==> config.mk <==
export PLATFORM = sky130hd
export DESIGN_NAME = sliding_window_residue_entropy
export DESIGN_NICKNAME = d
export VERILOG_FILES = /design/src/rtl/swre_pkg.sv /design/src/rtl/swre_ram.sv /design/src/rtl/swre_front.sv /design/src/rtl/swre_back.sv /design/src/rtl/sliding_window_residue_entropy.sv
export SDC_FILE = /design/constraint.sdc
export NUM_CORES = 1
export LEC_CHECK = 0
export CELL_PAD_IN_SITES_DETAIL_PLACEMENT = 1
export CELL_PAD_IN_SITES_GLOBAL_PLACEMENT = 1
export CORE_AREA = 2 2 304 306
export CTS_CLUSTER_SIZE = 8
export DETAILED_ROUTE_END_ITERATION = 8
export DIE_AREA = 0 0 306 308
export DONT_BUFFER_PORTS = 1
export PLACE_DENSITY_LB_ADDON = 0.05
export SLEW_MARGIN = 30
export SYNTH_ARGS = -nofsm -noshare
export SYNTH_HDL_FRONTEND = slang
export SYNTH_HIERARCHICAL = 1
export SYNTH_SLANG_ARGS = --single-unit
==> constraint.sdc <==
create_clock -name clk -period 20.4 [get_ports clk]
set_input_delay 4.08 -clock clk [delete_from_list [all_inputs] [get_ports clk]]
set_output_delay 4.08 -clock clk [all_outputs]
set_load 0.1 [all_outputs]
==> src/rtl/swre_pkg.sv <==
`timescale 1ns / 1ps
`default_nettype none
package swre_pkg;
    localparam int WINDOW_DEF = 12;
    localparam int NLET = 20;
    localparam logic [4:0] NOT_LETTER = 5'd20;

    // Maps a byte to its letter index, or NOT_LETTER.
    function automatic logic [4:0] letter_of(input logic [7:0] b);
        logic [7:0] c;
        logic [4:0] r;
        begin
            c = (b >= 8'h61 && b <= 8'h7a) ? b - 8'd32 : b;
            case (c)
                8'h41: r = 5'd0;
                8'h43: r = 5'd1;
                8'h44: r = 5'd2;
                8'h45: r = 5'd3;
                8'h46: r = 5'd4;
                8'h47: r = 5'd5;
                8'h48: r = 5'd6;
                8'h49: r = 5'd7;
                8'h4b: r = 5'd8;
                8'h4c: r = 5'd9;
                8'h4d: r = 5'd10;
                8'h4e: r = 5'd11;
                8'h50: r = 5'd12;
                8'h51: r = 5'd13;
                8'h52: r = 5'd14;
                8'h53: r = 5'd15;
                8'h54: r = 5'd16;
                8'h56: r = 5'd17;
                8'h57: r = 5'd18;
                8'h59: r = 5'd19;
                default: r = NOT_LETTER;
            endcase
            letter_of = r;
        end
    endfunction

    // Q.32 log2 by repeated squaring; evaluated on constants only to build tables.
    function automatic logic [39:0] log2_q32(input int n);
        int k;
        logic [63:0] x;
        logic [31:0] fr;
        begin
            k = 0;
            fr = '0;
            if (n == 0)
                return '0;
            while (k < 31 && (n >> (k + 1)) != 0)
                k++;
            x = (64'(n) << 31) >> k;
            for (int i = 0; i < 32; i++)
            begin
                x = (x * x) >> 31;
                fr = fr << 1;
                if (x >= 64'h1_0000_0000)
                begin
                    x = x >> 1;
                    fr[0] = 1'b1;
                end
            end
            log2_q32 = {8'(k), fr};
        end
    endfunction

    typedef struct packed {
        logic       clear;
        logic [4:0] add_idx;
        logic [4:0] sub_idx;
        logic       full;
    } swre_cmd_t;
endpackage
`default_nettype wire

==> src/rtl/swre_ram.sv <==
`timescale 1ns / 1ps
`default_nettype none
module swre_ram #(
    parameter int WIDTH = 8,
    parameter int DEPTH = 12
) (
    input  wire logic                     clk,
    input  wire logic                     we,
    input  wire logic [$clog2(DEPTH)-1:0] waddr,
    input  wire logic [WIDTH-1:0]         wdata,
    input  wire logic [$clog2(DEPTH)-1:0] raddr,
    output logic      [WIDTH-1:0]         rdata
);
    logic [WIDTH-1:0] mem [DEPTH];
    always_ff @(posedge clk)
    begin
        if (we)
            mem[waddr] <= wdata;
        rdata <= mem[raddr];
    end
endmodule
`default_nettype wire

==> src/rtl/swre_front.sv <==
`timescale 1ns / 1ps
`default_nettype none
module swre_front import swre_pkg::*; #(
    parameter int WINDOW = WINDOW_DEF
) (
    input  wire logic       clk,
    input  wire logic       rst_n,
    input  wire logic       in_valid,
    output logic            in_ready,
    input  wire logic [7:0] residue,
    input  wire logic       new_sequence,
    output logic            cmd_valid,
    input  wire logic       cmd_ready,
    output swre_cmd_t       cmd
);
    localparam int PW = $clog2(WINDOW);
    localparam int FW = $clog2(WINDOW + 1);
    typedef enum logic [1:0] {S_IDLE, S_READ, S_OUT} state_t;

    state_t state_reg;
    logic [PW-1:0] ptr_reg;
    logic [FW-1:0] fill_reg;
    logic [7:0] byte_reg;
    logic clr_reg;
    logic [PW-1:0] p;
    logic [FW-1:0] f;
    logic [7:0] rdata;
    logic full;

    assign p = new_sequence ? '0 : ptr_reg;
    assign f = clr_reg ? '0 : fill_reg;
    assign full = (f == FW'(WINDOW));
    assign in_ready = (state_reg == S_IDLE);

    swre_ram #(.WIDTH(8), .DEPTH(WINDOW)) u_ram (
        .clk(clk), .we(in_valid && in_ready), .waddr(p), .wdata(residue),
        .raddr(p), .rdata(rdata));

    assign cmd_valid = (state_reg == S_OUT);

    always_ff @(posedge clk or negedge rst_n)
    begin
        if (!rst_n)
        begin
            state_reg <= S_IDLE;
            ptr_reg <= '0;
            fill_reg <= '0;
            clr_reg <= 1'b0;
            byte_reg <= '0;
            cmd <= '0;
        end
        else
        begin
            case (state_reg)
                S_IDLE:
                begin
                    if (in_valid)
                    begin
                        // The RAM read of the outgoing slot happens this edge.
                        byte_reg <= residue;
                        clr_reg <= new_sequence;
                        ptr_reg <= (p == PW'(WINDOW - 1)) ? '0 : p + 1'b1;
                        state_reg <= S_READ;
                    end
                end
                S_READ:
                begin
                    cmd.clear <= clr_reg;
                    cmd.add_idx <= letter_of(byte_reg);
                    cmd.sub_idx <= full ? letter_of(rdata) : NOT_LETTER;
                    cmd.full <= full ? 1'b1 : (f + 1'b1 == FW'(WINDOW));
                    if (!full)
                        fill_reg <= f + 1'b1;
                    else
                        fill_reg <= f;
                    state_reg <= S_OUT;
                end
                S_OUT:
                begin
                    if (cmd_ready)
                        state_reg <= S_IDLE;
                end
                default: state_reg <= S_IDLE;
            endcase
        end
    end
endmodule
`default_nettype wire

==> src/rtl/swre_back.sv <==
`timescale 1ns / 1ps
`default_nettype none
module swre_back import swre_pkg::*; #(
    parameter int WINDOW = WINDOW_DEF
) (
    input  wire logic        clk,
    input  wire logic        rst_n,
    input  wire logic        cmd_valid,
    output logic             cmd_ready,
    input  wire swre_cmd_t   cmd,
    output logic             out_valid,
    input  wire logic        out_ready,
    output logic [18:0]      entropy_bits,
    output logic [3:0]       counted_residues,
    output logic             window_full
);
    localparam int CW = $clog2(WINDOW + 1);
    localparam int SW = 40 + CW;
    typedef enum logic [2:0] {S_IDLE, S_ACC, S_DIV, S_FIN, S_OUT} state_t;

    state_t state_reg;
    logic [CW-1:0] cnt_reg [NLET];
    logic [CW-1:0] tot_reg;
    logic [4:0] idx_reg;
    logic [SW-1:0] sum_reg;
    logic [SW-1:0] rem_reg;
    logic [39:0] q_reg;
    logic [5:0] bit_reg;
    logic [39:0] lt_reg;
    logic full_reg;
    logic fullwin_reg;
    logic [18:0] ent_reg;

    // Per-count terms, evaluated on constants only to fill the tables below.
    function automatic logic [SW-1:0] plain_term(input int n);
        plain_term = SW'(n) * SW'(log2_q32(n));
    endfunction
    function automatic logic [39:0] fterm(input int c);
        logic [SW-1:0] t;
        t = SW'(c) * SW'(log2_q32(WINDOW) - log2_q32(c));
        fterm = 40'(t / SW'(WINDOW));
    endfunction

    logic [39:0]   lg_tab [WINDOW+1];
    logic [SW-1:0] term_tab [WINDOW+1];
    logic [39:0]   fterm_tab [WINDOW+1];

    for (genvar g = 0; g <= WINDOW; g++)
    begin : g_tab
        assign lg_tab[g] = log2_q32(g);
        assign term_tab[g] = plain_term(g);
        assign fterm_tab[g] = fterm(g);
    end

    logic [CW-1:0] c_cur;
    logic [SW-1:0] prod;
    logic [SW:0] trial;
    logic [39:0] diff;
    logic [40:0] rnd;

    assign c_cur = cnt_reg[idx_reg];
    assign prod = fullwin_reg ? SW'(fterm_tab[c_cur]) : term_tab[c_cur];
    assign trial = {rem_reg, sum_reg[SW-1]} - {1'b0, SW'(tot_reg)};
    assign diff = (q_reg > lt_reg) ? 40'd0 : lt_reg - q_reg;
    assign rnd = {1'b0, fullwin_reg ? sum_reg[39:0] : diff} + 41'h8000;

    assign cmd_ready = (state_reg == S_IDLE);
    assign out_valid = (state_reg == S_OUT);
    assign entropy_bits = ent_reg;
    assign window_full = full_reg;
    assign counted_residues = 4'(tot_reg);

    always_ff @(posedge clk or negedge rst_n)
    begin
        if (!rst_n)
        begin
            state_reg <= S_IDLE;
            for (int i = 0; i < NLET; i++)
                cnt_reg[i] <= '0;
            tot_reg <= '0;
            full_reg <= 1'b0;
            fullwin_reg <= 1'b0;
            idx_reg <= '0;
            sum_reg <= '0;
            rem_reg <= '0;
            q_reg <= '0;
            bit_reg <= '0;
            lt_reg <= '0;
            ent_reg <= '0;
        end
        else
        begin
            case (state_reg)
                S_IDLE:
                begin
                    if (cmd_valid)
                    begin
                        logic [CW-1:0] t;
                        t = cmd.clear ? '0 : tot_reg;
                        for (int i = 0; i < NLET; i++)
                        begin
                            logic [CW-1:0] c;
                            c = cmd.clear ? '0 : cnt_reg[i];
                            if (cmd.sub_idx == 5'(i) && c != 0)
                            begin
                                c = c - 1'b1;
                                t = t - 1'b1;
                            end
                            if (cmd.add_idx == 5'(i))
                            begin
                                c = c + 1'b1;
                                t = t + 1'b1;
                            end
                            cnt_reg[i] <= c;
                        end
                        tot_reg <= t;
                        full_reg <= cmd.full;
                        fullwin_reg <= (t == CW'(WINDOW));
                        idx_reg <= '0;
                        sum_reg <= '0;
                        state_reg <= S_ACC;
                    end
                end
                S_ACC:
                begin
                    lt_reg <= lg_tab[tot_reg];
                    if (c_cur != 0)
                        sum_reg <= sum_reg + prod;
                    if (idx_reg == 5'(NLET - 1))
                    begin
                        rem_reg <= '0;
                        q_reg <= '0;
                        bit_reg <= 6'(SW - 1);
                        state_reg <= (fullwin_reg || tot_reg == 0) ? S_FIN : S_DIV;
                    end
                    else
                        idx_reg <= idx_reg + 1'b1;
                end
                S_DIV:
                begin
                    // Restoring division, one quotient bit a cycle.
                    if (!trial[SW])
                        rem_reg <= trial[SW-1:0];
                    else
                        rem_reg <= {rem_reg[SW-2:0], sum_reg[SW-1]};
                    sum_reg <= {sum_reg[SW-2:0], 1'b0};
                    q_reg <= {q_reg[38:0], ~trial[SW]};
                    if (bit_reg == 0)
                        state_reg <= S_FIN;
                    else
                        bit_reg <= bit_reg - 1'b1;
                end
                S_FIN:
                begin
                    if (tot_reg == 0)
                        ent_reg <= '0;
                    else if (rnd[40:16] > 25'h7FFFF)
                        ent_reg <= 19'h7FFFF;
                    else
                        ent_reg <= rnd[34:16];
                    state_reg <= S_OUT;
                end
                S_OUT:
                begin
                    if (out_ready)
                        state_reg <= S_IDLE;
                end
                default: state_reg <= S_IDLE;
            endcase
        end
    end
endmodule
`default_nettype wire

==> src/rtl/sliding_window_residue_entropy.sv <==
`timescale 1ns / 1ps
`default_nettype none
// Sliding-window residue entropy: each input beat carries one sequence byte and a
// new-sequence flag; one output beat follows with the Shannon entropy (Q.16) of
// the counted amino-acid letters in the last WINDOW bytes. A front stage updates
// the byte ring and classifies the incoming and outgoing bytes; the back stage
// updates counts, sums 20 letter terms one per cycle and, for a partial window
// holding letters, runs a bit-serial divider. The front stage can take the next
// byte while the back stage still works on the previous one.
module sliding_window_residue_entropy import swre_pkg::*; #(
    parameter int WINDOW = WINDOW_DEF
) (
    input  wire logic        clk,
    input  wire logic        rst_n,
    input  wire logic        s_tvalid,
    output logic             s_tready,
    input  wire logic [7:0]  s_tdata,   // residue[7:0]
    input  wire logic        s_tuser,   // new_sequence
    output logic             m_tvalid,
    input  wire logic        m_tready,
    output logic [23:0]      m_tdata    // entropy_bits[18:0], counted_residues[22:19], window_full[23]
);
    logic cmd_valid, cmd_ready;
    swre_cmd_t cmd;
    logic [18:0] ent;
    logic [3:0] cnt;
    logic wf;

    swre_front #(.WINDOW(WINDOW)) u_front (
        .clk(clk), .rst_n(rst_n), .in_valid(s_tvalid), .in_ready(s_tready),
        .residue(s_tdata), .new_sequence(s_tuser),
        .cmd_valid(cmd_valid), .cmd_ready(cmd_ready), .cmd(cmd));

    swre_back #(.WINDOW(WINDOW)) u_back (
        .clk(clk), .rst_n(rst_n), .cmd_valid(cmd_valid), .cmd_ready(cmd_ready),
        .cmd(cmd), .out_valid(m_tvalid), .out_ready(m_tready),
        .entropy_bits(ent), .counted_residues(cnt), .window_full(wf));

    assign m_tdata = {wf, cnt, ent};

    a_no_zero_entropy: assert property (@(posedge clk) disable iff (!rst_n)
        m_tvalid && cnt == 4'd0 && WINDOW < 16 |-> ent == 19'd0)
        else $error("entropy nonzero with no letters");
    a_cmd_hold: assert property (@(posedge clk) disable iff (!rst_n)
        cmd_valid && !cmd_ready |=> cmd_valid && $stable(cmd))
        else $error("command changed while stalled");
endmodule
`default_nettype wire

==> results.yml, run 1 <==
grt:
  grt_pass1_vias: 28500
  antenna_found_initial: 1
  grt.total_usage_pct: 21.7
  grt.overflow.total: 0
  grt_pass1_wl_um: 164000
  grt_max_degree: 303
timing:
  skew_ns: 0.0235
  period_share_pct: 94.5
  fmax_mhz: 51.9
  max_slew.worst_pin.slew_ns: 1.08
  fin_ws_ns: 1.12
  min_period_ns: 19.28
  rsz0062_at_grt: "no"
  slew_headroom_pct: 26.3
  hold_violations: 0
  setup_viol: 0
  whs_ns: 0.484
  slew_violations: 0
synth:
  synthDistinctLibCells: 109
  syn_nets: 3820
  ys_warn_count: 6
  ys_seq_elements: 406
  syn_avg_cell_area_sq_um: 8.69
  syn_area_sq_um: 31500
  synthCells: 3631
  synth_flop_cell: "dfrtp_1"
  ys_seq_area_share_pct: 33.6
  synth_edf_count: 96
  synthArstFlopShare_pct: 74.4
flow_run:
  cap_violations: 0
min_path:
  min_to: "u_back/lt_reg[33]"
  min_path_type: "reg2reg"
  hp-start: "u_back/lt_reg[33]"
  holdPathStages: 2
power:
  vdd_drop_max_uv: 92.9
  powerDensity_nw_per_um2: 149
  p_leak_nw: 14.1
setup_path:
  crit_top_cell: "ha_1"
  cp_num_buf_inv: 10
  cp-end-kind: "register"
  r2r_setup_slack_ns: 1.12
  worstReg2RegStart: "u_front/cmd[11]"
  cpPeakStageDelay_ns: 0.47
  required_ns: 20.95
  r2r_cells: 104
  worst_setup_path_start_kind: "register"
  r2r_end: "u_back/fullwin_reg"
  arrival_ns: 19.83
  crit_path_top_delay_cell: "dfrtp_2"
  cp_top_family: "adder cells"
  worstPathMaxFanout: 8
  path_class: "reg2reg"
clock_tree:
  root_buffer: "clkbuf_16"
  clock_sinks: 406
  cts_made_buffers: 59
  clkSlewWorstSetupHoldPaths_ns: 0.05
  cts_max_path_buffers: 3
  clk_latency_ns: 0.68
  holdBufCountCts: 0
  htreeDepth: 2
  tritoncts: "yes"
placement:
  placed_area_sq_um: 32900
  dp.cells: 4700
  port_buffers: 0
  dpl_worst_slack_ns: -0.204
  dp_hpwl_um: 73400
  gp_congestion: 0.834
route:
  drt_iter0_drc: 1579
  wl_per_cell_um: 21.3
  via_per_inst: 5.64
  drc: 0
  drt_wl_total_um: 103000
  via_count: 27100
  dr.pass1.iters: 5
  ant_nets: 0
die:
  fp.dieH_um: 308
  boundaryPins: 39
  rows: 111
  start_util_pct: 34.7
  dieArea_sq_um: 94200
  die_w_um: 306
  coreArea_sq_um: 91000
layout:
  drive_gt1_share_pct: 10.1
  fill_cells: 10500
  largest_register_ffs: 96
  antennaDiodeCount: 0
  fin_area_sq_um: 35000
  fin_cells: 4807
  areaGrowthSynthToFinish_pct: 10.9
  final_nets: 3777
status:
  status: "finished, final reports clean"
-- cell type report --
type | count | area (sq um) | share of cell area, %
clock buffer | 89 | 1640 | 4.69
tap | 1186 | 1480 | 4.24
inverter | 119 | 449 | 1.28
multi-input combinational | 2905 | 19900 | 57.0
timing repair buffer | 97 | 729 | 2.09
sequential | 406 | 10600 | 30.3
clock inverter | 5 | 125 | 0.358
-- cells in the mapped netlist, types with 13 or more instances --
| cell type | count | share of area [%] |
|---|---|---|
| nor2b_1 | 35 | 0.69 |
| xnor2_1 | 214 | 5.9 |
| nand4_1 | 36 | 0.71 |
| a21boi_0 | 13 | 0.31 |
| a221oi_1 | 28 | 0.78 |
| a22oi_1 | 26 | 0.62 |
| nor4_1 | 20 | 0.40 |
| and2_1 | 31 | 0.61 |
| a32o_1 | 15 | 0.48 |
| inv_1 | 116 | 1.4 |
| mux2i_1 | 94 | 3.0 |
| nor2_1 | 325 | 3.9 |
| xnor2_2 | 21 | 1.1 |
| ha_1 | 174 | 6.9 |
| mux4_2 | 36 | 2.6 |
| dfrtp_1 | 302 | 24 |
| a21oi_1 | 167 | 2.7 |
| a21o_1 | 42 | 1.0 |
| o22ai_1 | 24 | 0.48 |
| o211ai_1 | 27 | 0.64 |
| nand2b_1 | 32 | 0.63 |
| a211oi_1 | 20 | 0.48 |
| nand2_1 | 485 | 5.8 |
| and3_1 | 31 | 0.61 |
| a221o_1 | 25 | 0.79 |
| o221ai_1 | 17 | 0.47 |
| or3_1 | 21 | 0.42 |
| o21ai_0 | 325 | 5.2 |
| clkbuf_1 | 173 | 2.1 |
| a31oi_1 | 36 | 0.71 |
| nor3b_1 | 17 | 0.40 |
| o31ai_1 | 25 | 0.60 |
| xnor2_4 | 13 | 1.1 |
| nor3_1 | 93 | 1.5 |
| edfxtp_1 | 96 | 9.1 |
| xor2_1 | 88 | 2.4 |
| nand3_1 | 145 | 2.3 |
-- what timing repair did --
action | 4_1_cts | 5_1_grt
buffers inserted | 1 | 12
pin swaps | 0 | 15
resized for setup | 2 | 51
setup endpoints to repair | 2 | 4
-- worst max-delay path by stage --
stage,startpoint,to,slack (ns),cells past startpoint
final,u_front/cmd[11],u_back/fullwin_reg,1.12,104
after global routing,u_front/cmd[11],u_back/fullwin_reg,0.02,103
after CTS,u_front/cmd[11],u_back/fullwin_reg,0.002,103
after detailed placement,u_front/cmd[11],u_back/fullwin_reg,-0.20,103
after global placement,u_front/cmd[11],u_back/fullwin_reg,0.22,103
after floorplan,u_front/cmd[11],u_back/fullwin_reg,0.56,106
-- routing by layer --
metal / up-vias / share of wire (%) / GRT usage [%]
li1: 13000 / - / -
met1: 13700 / 46 / 28.2
met2: 334 / 49 / 37.8
met3: 125 / 2.8 / 2.87
met4: 2 / 2.4 / 5.74
met5: - / 0.013 / 0
-- per-stage QoR --
stage                     setup TNS (ns)  util (%)  total power [mW]
after floorplan                        0         -              3.45
after global placement                 0      36.2              4.09
after detailed placement          -0.267      36.2              4.17
after CTS                              0      38.1              5.18
after global routing                   0      38.5              5.64
final                                  0      38.5              5.21
-- report_power, final --
part / switching, mW / internal, mW / leakage (nW)
clock network: 0.401 / 0.560 / 0.845
registers: 0.273 / 0.962 / 4.95
logic: 1.74 / 1.27 / 8.25
-- cell families (layout without fill, tap and decap cells) --
family / count (synthesis) / after routing / share of synthesized area (%)
and+or+nand+nor: 1333 / 1333 / 19.5
AOI/OAI and AO/OA: 918 / 918 / 19.0
DFF: 406 / 406 / 33.6
xor gates and xnor gates: 340 / 340 / 10.9
buffers and inverters: 320 / 310 / 4.00
adders and majority gates: 177 / 177 / 7.06
muxes: 137 / 137 / 5.90
-- layout by cell type, fill, tap and decap left out, types with 59 or more instances in the layout --
| cell | synthesis | layout |
|---|---|---|
| xnor2_1 | 214 | 212 |
| ha_1 | 174 | 171 |
| mux2i_1 | 94 | 92 |
| nor3_1 | 93 | 92 |
| clkbuf_16 | 0 | 59 |
| a21oi_1 | 167 | 164 |
| inv_1 | 116 | 112 |
| o21ai_0 | 325 | 320 |
| dfrtp_1 | 302 | 299 |
| nand2_1 | 485 | 482 |
| nor2_1 | 325 | 316 |
| buf_4 | 3 | 95 |
| edfxtp_1 | 96 | 96 |
| nand3_1 | 145 | 144 |
| xor2_1 | 88 | 87 |
-- tightest hold or removal path, cell delays in order, from the launching register on --
cell     delay [ns]
dfrtp_1        0.34
nand2_1        0.05
o21ai_0        0.06
No activity file was read; power rests on OpenSTA's default activity.
==> run 2, diff against run 1 <==
--- a/config.mk
+++ b/config.mk
@@ -5,12 +5,13 @@
 export SDC_FILE = /design/constraint.sdc
 export NUM_CORES = 1
 export LEC_CHECK = 0
+export ABC_AREA = 1
 export CELL_PAD_IN_SITES_DETAIL_PLACEMENT = 1
 export CELL_PAD_IN_SITES_GLOBAL_PLACEMENT = 1
-export CORE_AREA = 2 2 304 306
+export CORE_AREA = 2 2 305 307
 export CTS_CLUSTER_SIZE = 8
 export DETAILED_ROUTE_END_ITERATION = 8
-export DIE_AREA = 0 0 306 308
+export DIE_AREA = 0 0 307 309
 export DONT_BUFFER_PORTS = 1
 export PLACE_DENSITY_LB_ADDON = 0.05
 export SLEW_MARGIN = 30
==> results.yml, run 2 <==
status:
  status: "finished, final reports clean"
power:
  p_sw_share_pct: 53.2
  intPower_mw: 2.57
  powerDensity_nw_per_um2: 159
  vdd_drop_max_uv: 120
  pwr-share-comb_pct: 60.6
  seq_power_share_pct: 22.6
  clkPwrFrac_pct: 16.8
  power.total_mw: 5.50
  p_sw_mw: 2.93
  p_leak_nw: 17.5
clock_tree:
  cts_made_buffers: 58
  holdBufCountCts: 0
  cts_resized: 0
  clk_latency_ns: 0.69
  cts_max_path_buffers: 3
  clock_sinks: 406
  postCtsSetupBuffers: 0
  clkSlewWorstSetupHoldPaths_ns: 0.06
  root_buffer: "clkbuf_16"
  tritoncts: "yes"
  htreeDepth: 2
setup_path:
  crit_top_cell: "nand2_1"
  arrival_ns: 18.50
  crit_path_top_delay_cell: "buf_4"
  worstPathMaxFanout: 45
  path_class: "reg2reg"
  cp-end-kind: "register"
  worst_setup_path_start_kind: "register"
  cpPeakStageDelay_ns: 0.53
  required_ns: 20.99
synth:
  synth_top_area_share_pct: 23.8
  synthArstFlopShare_pct: 74.4
  syn_area_sq_um: 31700
  yosys-top-cells-count: "nand2_1, inv_1, nor2_1, nand3_1, o21ai_0"
  synth_edf_count: 96
  ys_seq_area_share_pct: 33.4
  syn_nets: 4818
  ys_warn_count: 6
  yosys.area.top_type: "dfrtp_1"
  synthDistinctLibCells: 64
  ys_seq_elements: 406
  syn_avg_cell_area_sq_um: 6.86
  synthCells: 4629
  synth_area_leaders: "dfrtp_1, nand2_1, edfxtp_1"
  synth_flop_cell: "dfrtp_1"
  yosysMostFrequentCell: "nand2_1"
timing:
  whs_ns: 0.481
  tns_ns: 0
  min_period_ns: 17.91
  hold_violations: 0
  slew_violations: 0
  rsz0062_at_grt: "no"
  setup_viol: 0
  period_share_pct: 87.8
  slew_headroom_pct: 35.6
  max_slew.worst_pin.slew_ns: 0.967
  fmax_mhz: 55.8
  skew_ns: 0.0492
die:
  start_util_pct: 34.7
  boundaryPins: 39
  rows: 111
  dieArea_sq_um: 94900
  coreArea_sq_um: 91400
  die_w_um: 307
  fp.dieH_um: 309
route:
  top_layer_used: "met4"
  dr.pass1.iters: 5
  drt_iter0_drc: 1498
  drt_wl_total_um: 101000
  wl_met3_um: 2700
  met1_length_um: 47800
  via_per_inst: 5.10
  ant_nets: 0
  wl_per_cell_um: 17.4
  drc: 0
  via_count: 29700
  route.met2.wl_um: 48800
grt:
  grt.total_usage_pct: 21.6
  grt_pass1_vias: 30700
  grt_max_degree: 303
  grt.overflow.total: 0
  grt_pass1_wl_um: 166000
  antenna_found_initial: 0
placement:
  dp_hpwl_um: 74400
  port_buffers: 0
  placed_area_sq_um: 33000
  dp.cells: 5725
  gp_congestion: 0.860
layout:
  final_cell_mix: "nand2_1, inv_1, nor2_1, nand3_1, o21ai_0"
  largest_register_ffs: 96
  drive_gt1_share_pct: 6.44
  areaGrowthSynthToFinish_pct: 9.15
  mostFrequentLayoutCell: "nand2_1"
  final_nets: 4788
  antennaDiodeCount: 0
  fin_area_sq_um: 34700
  fin_cells: 5816
min_path:
  min_path_type: "reg2reg"
flow_run:
  cap_violations: 0
## run 2: path summary, 6_finish.rpt
| check | startpoint | slack (ns) | endpoint | cells past startpoint |
|---|---|---|---|---|
| max | u_front/cmd[11] | 2.49 | u_back/fullwin_reg | 121 |
| max in group asynchronous | rst_n | 16.54 | u_front/cmd[11] | 0 |
| min | u_front/cmd[0] | 0.48 | u_back/window_full | 2 |
| min in group asynchronous | rst_n | 3.15 | u_back/q_reg[22] | 0 |
| max reg2reg | u_front/cmd[11] | 2.49 | u_back/fullwin_reg | 121 |
| min reg2reg | u_front/cmd[0] | 0.48 | u_back/window_full | 2 |
## run 2: stage by stage
step / setup WS [ns] / util (%)
3_3_place_gp: 2.71 / 36.1
4_1_cts: 2.35 / 37.9
3_5_place_dp: 2.41 / 36.1
6_report: 2.49 / 37.9
2_1_floorplan: 3.55 / -
5_1_grt: 0.715 / 37.9
## run 2: cells by family (layout without fill, tap and decap cells)
group,after synthesis,after routing,synth area share (%)
XOR/XNOR,134,134,3.70
AND/OR/NAND/NOR,2262,2262,31.4
flip-flops,406,406,33.4
buffers and inverters,806,807,9.88
AO/OA/AOI/OAI,845,845,14.6
adder cells (fa/ha/maj),176,176,6.98
## run 2: cell type report
| type | count | area [sq um] |
|---|---|---|
| Fill cell | 11500 | 56700 |
| Multi-Input combinational cell | 3417 | 18100 |
| Sequential cell | 406 | 10600 |
| Inverter | 679 | 2560 |
| Clock buffer | 87 | 1580 |
| Tap cell | 1186 | 1480 |
| Timing Repair Buffer | 37 | 282 |
| Clock inverter | 4 | 95.1 |
## run 2: worst max-delay path: cells and delay by family (launching register included)
kind | cells | cell delay [ns]
compound gates | 2 | 0.41
fa+ha+maj | 21 | 5.40
buf+inv | 7 | 0.95
flops | 1 | 0.38
simple gates | 91 | 10.61
## run 2: power by group through the flow
stage | Clock (mW) | Combinational [mW] | Sequential, mW
3_3_place_gp | 0 | 3.32 | 1.25
3_5_place_dp | 0 | 3.35 | 1.25
5_1_grt | 0.986 | 3.85 | 1.26
4_1_cts | 0.961 | 3.37 | 1.24
2_1_floorplan | 0 | 2.47 | 1.22
6_report | 0.926 | 3.33 | 1.24
## run 2: metal layers
layer	global-route usage (%)	up-vias
met5	0	-
met4	5.48	0
met3	2.50	96
met2	38.0	275
met1	28.2	14200
li1	-	15000
==> run 3, diff against run 2 <==
==> constraint.sdc (replaced) <==
create_clock -name clk -period 20.4 [get_ports clk]
set_input_delay 3.06 -clock clk [delete_from_list [all_inputs] [get_ports clk]]
set_output_delay 3.06 -clock clk [all_outputs]
set_load 0.05 [all_outputs]
==> results.yml, run 3 (synthesis results as in run 2) <==
timing:
  slew_headroom_pct: 37.4
  slew_violations: 0
  tns_ns: 0
  min_period_ns: 17.83
  hold_violations: 0
  fmax_mhz: 56.1
  rsz0062_at_grt: "no"
  period_share_pct: 87.4
  max_slew.worst_pin.slew_ns: 0.936
  skew_ns: 0.0376
  setup_viol: 0
setup_path:
  required_ns: 20.99
  cp-end-kind: "register"
  cp_top_family: "simple AND/OR/NAND/NOR gates"
  r2r_cells: 121
  worstReg2RegStart: "u_front/cmd[11]"
  crit_top_cell: "nand2_1"
  cp_num_buf_inv: 6
  worst_setup_path_start_kind: "register"
  worstPathMaxFanout: 45
  r2r_setup_slack_ns: 2.57
  cpPeakStageDelay_ns: 0.53
  r2r_end: "u_back/fullwin_reg"
  path_class: "reg2reg"
  crit_path_top_delay_cell: "buf_4"
  arrival_ns: 18.42
grt:
  antenna_found_initial: 0
  busiest_layer: "met2"
  use_met2_pct: 37.8
  grt_use_met3_pct: 2.31
  grt_pass1_vias: 30400
  grt_util_met1_pct: 28.3
  grt.total_usage_pct: 21.6
  grt_max_degree: 303
  grt.overflow.total: 0
  grt_pass1_wl_um: 165000
layout:
  fill_cells: 11600
  ff_latch_area_sq_um: 10600
  final_nets: 4788
  antennaDiodeCount: 0
  areaGrowthSynthToFinish_pct: 9.17
  drive_gt1_share_pct: 6.44
  mostFrequentLayoutCell: "nand2_1"
  post-route-util_pct: 37.9
  multiInputGateArea_sq_um: 18000
  final_cell_mix: "nand2_1, inv_1, nor2_1, nand3_1, o21ai_0"
  largest_register_ffs: 96
clock_tree:
  cts_made_buffers: 58
  cts_max_path_buffers: 3
  clock_sinks: 406
  postCtsSetupBuffers: 0
  cts_resized: 0
  clkSlewWorstSetupHoldPaths_ns: 0.06
  clk_latency_ns: 0.67
  holdBufCountCts: 0
  htreeDepth: 2
  root_buffer: "clkbuf_16"
  tritoncts: "yes"
min_path:
  hp-start: "u_back/cnt_reg[54]"
  min_path_type: "reg2reg"
  holdPathStages: 2
  min_to: "u_back/cnt_reg[54]"
placement:
  gp_congestion: 0.860
  port_buffers: 0
  dp_hpwl_um: 73900
power:
  vdd_drop_max_uv: 241
  power.total_mw: 5.43
  p_leak_nw: 17.5
  powerDensity_nw_per_um2: 157
route:
  via_count: 29600
  drt_wl_total_um: 101000
  via_per_inst: 5.08
  drt_iter0_drc: 1428
  drc: 0
  ant_nets: 0
  dr.pass1.iters: 5
  wl_per_cell_um: 17.4
die:
  boundaryPins: 39
  dieArea_sq_um: 94900
  coreArea_sq_um: 91400
  rows: 111
  die_w_um: 307
  fp.dieH_um: 309
  start_util_pct: 34.7
flow_run:
  cap_violations: 0
status:
  status: "finished, final reports clean"
==> run 3: layout make-up <==
class	instances	area share (%)
clock buffers	86	4.61
clock inverters	4	0.274
inverters	679	7.38
multi-input cells	3417	52.1
flip-flops and latches	406	30.6
well taps	1186	4.28
repair buffers	37	0.812
==> run 3: how the worst max path moves through the flow <==
stage	startpoint	end	cells past startpoint
2_1_floorplan	u_front/cmd[11]	u_back/fullwin_reg	123
3_3_place_gp	u_front/cmd[11]	u_back/fullwin_reg	120
3_5_place_dp	u_front/cmd[11]	u_back/fullwin_reg	121
4_1_cts	u_front/cmd[11]	u_back/fullwin_reg	121
5_1_grt	u_front/cmd[11]	u_back/fullwin_reg	120
6_report	u_front/cmd[11]	u_back/fullwin_reg	121
==> run 3: power breakdown <==
| group | switching [mW] | internal, mW |
|---|---|---|
| registers | 0.188 | 0.991 |
| logic | 2.27 | 1.05 |
| clock network | 0.397 | 0.534 |
==> run 3: worst reg2reg max path: cells and delay by family, from the launching register on <==
kind | cells | cell delay, ns
simple gates | 93 | 11.05
fa+ha+maj | 21 | 5.29
buf+inv | 6 | 0.88
flops | 1 | 0.38
compound gates | 1 | 0.19
==> run 3: layer usage <==
layer	part of all wire (%)	vias to the layer above	wire (um)
met5	0	-	0
met4	2.3	0	2280
met3	2.4	110	2460
met2	48	241	48300
met1	48	14200	48000
li1	-	15000	-
==> run 3: metrics by stage <==
step | worst slack, ns | std cells | hold WS [ns] | area (sq um)
final | 2.57 | 5815 | 0.482 | 34700
after detailed placement | 2.54 | 5725 | 0.470 | 33000
after global placement | 2.76 | 5725 | 0.465 | 33000
after CTS | 2.44 | 5815 | 0.486 | 34700
after global routing | 0.667 | 5815 | 0.509 | 34700
after floorplan | 3.55 | 4629 | 0.440 | 31700
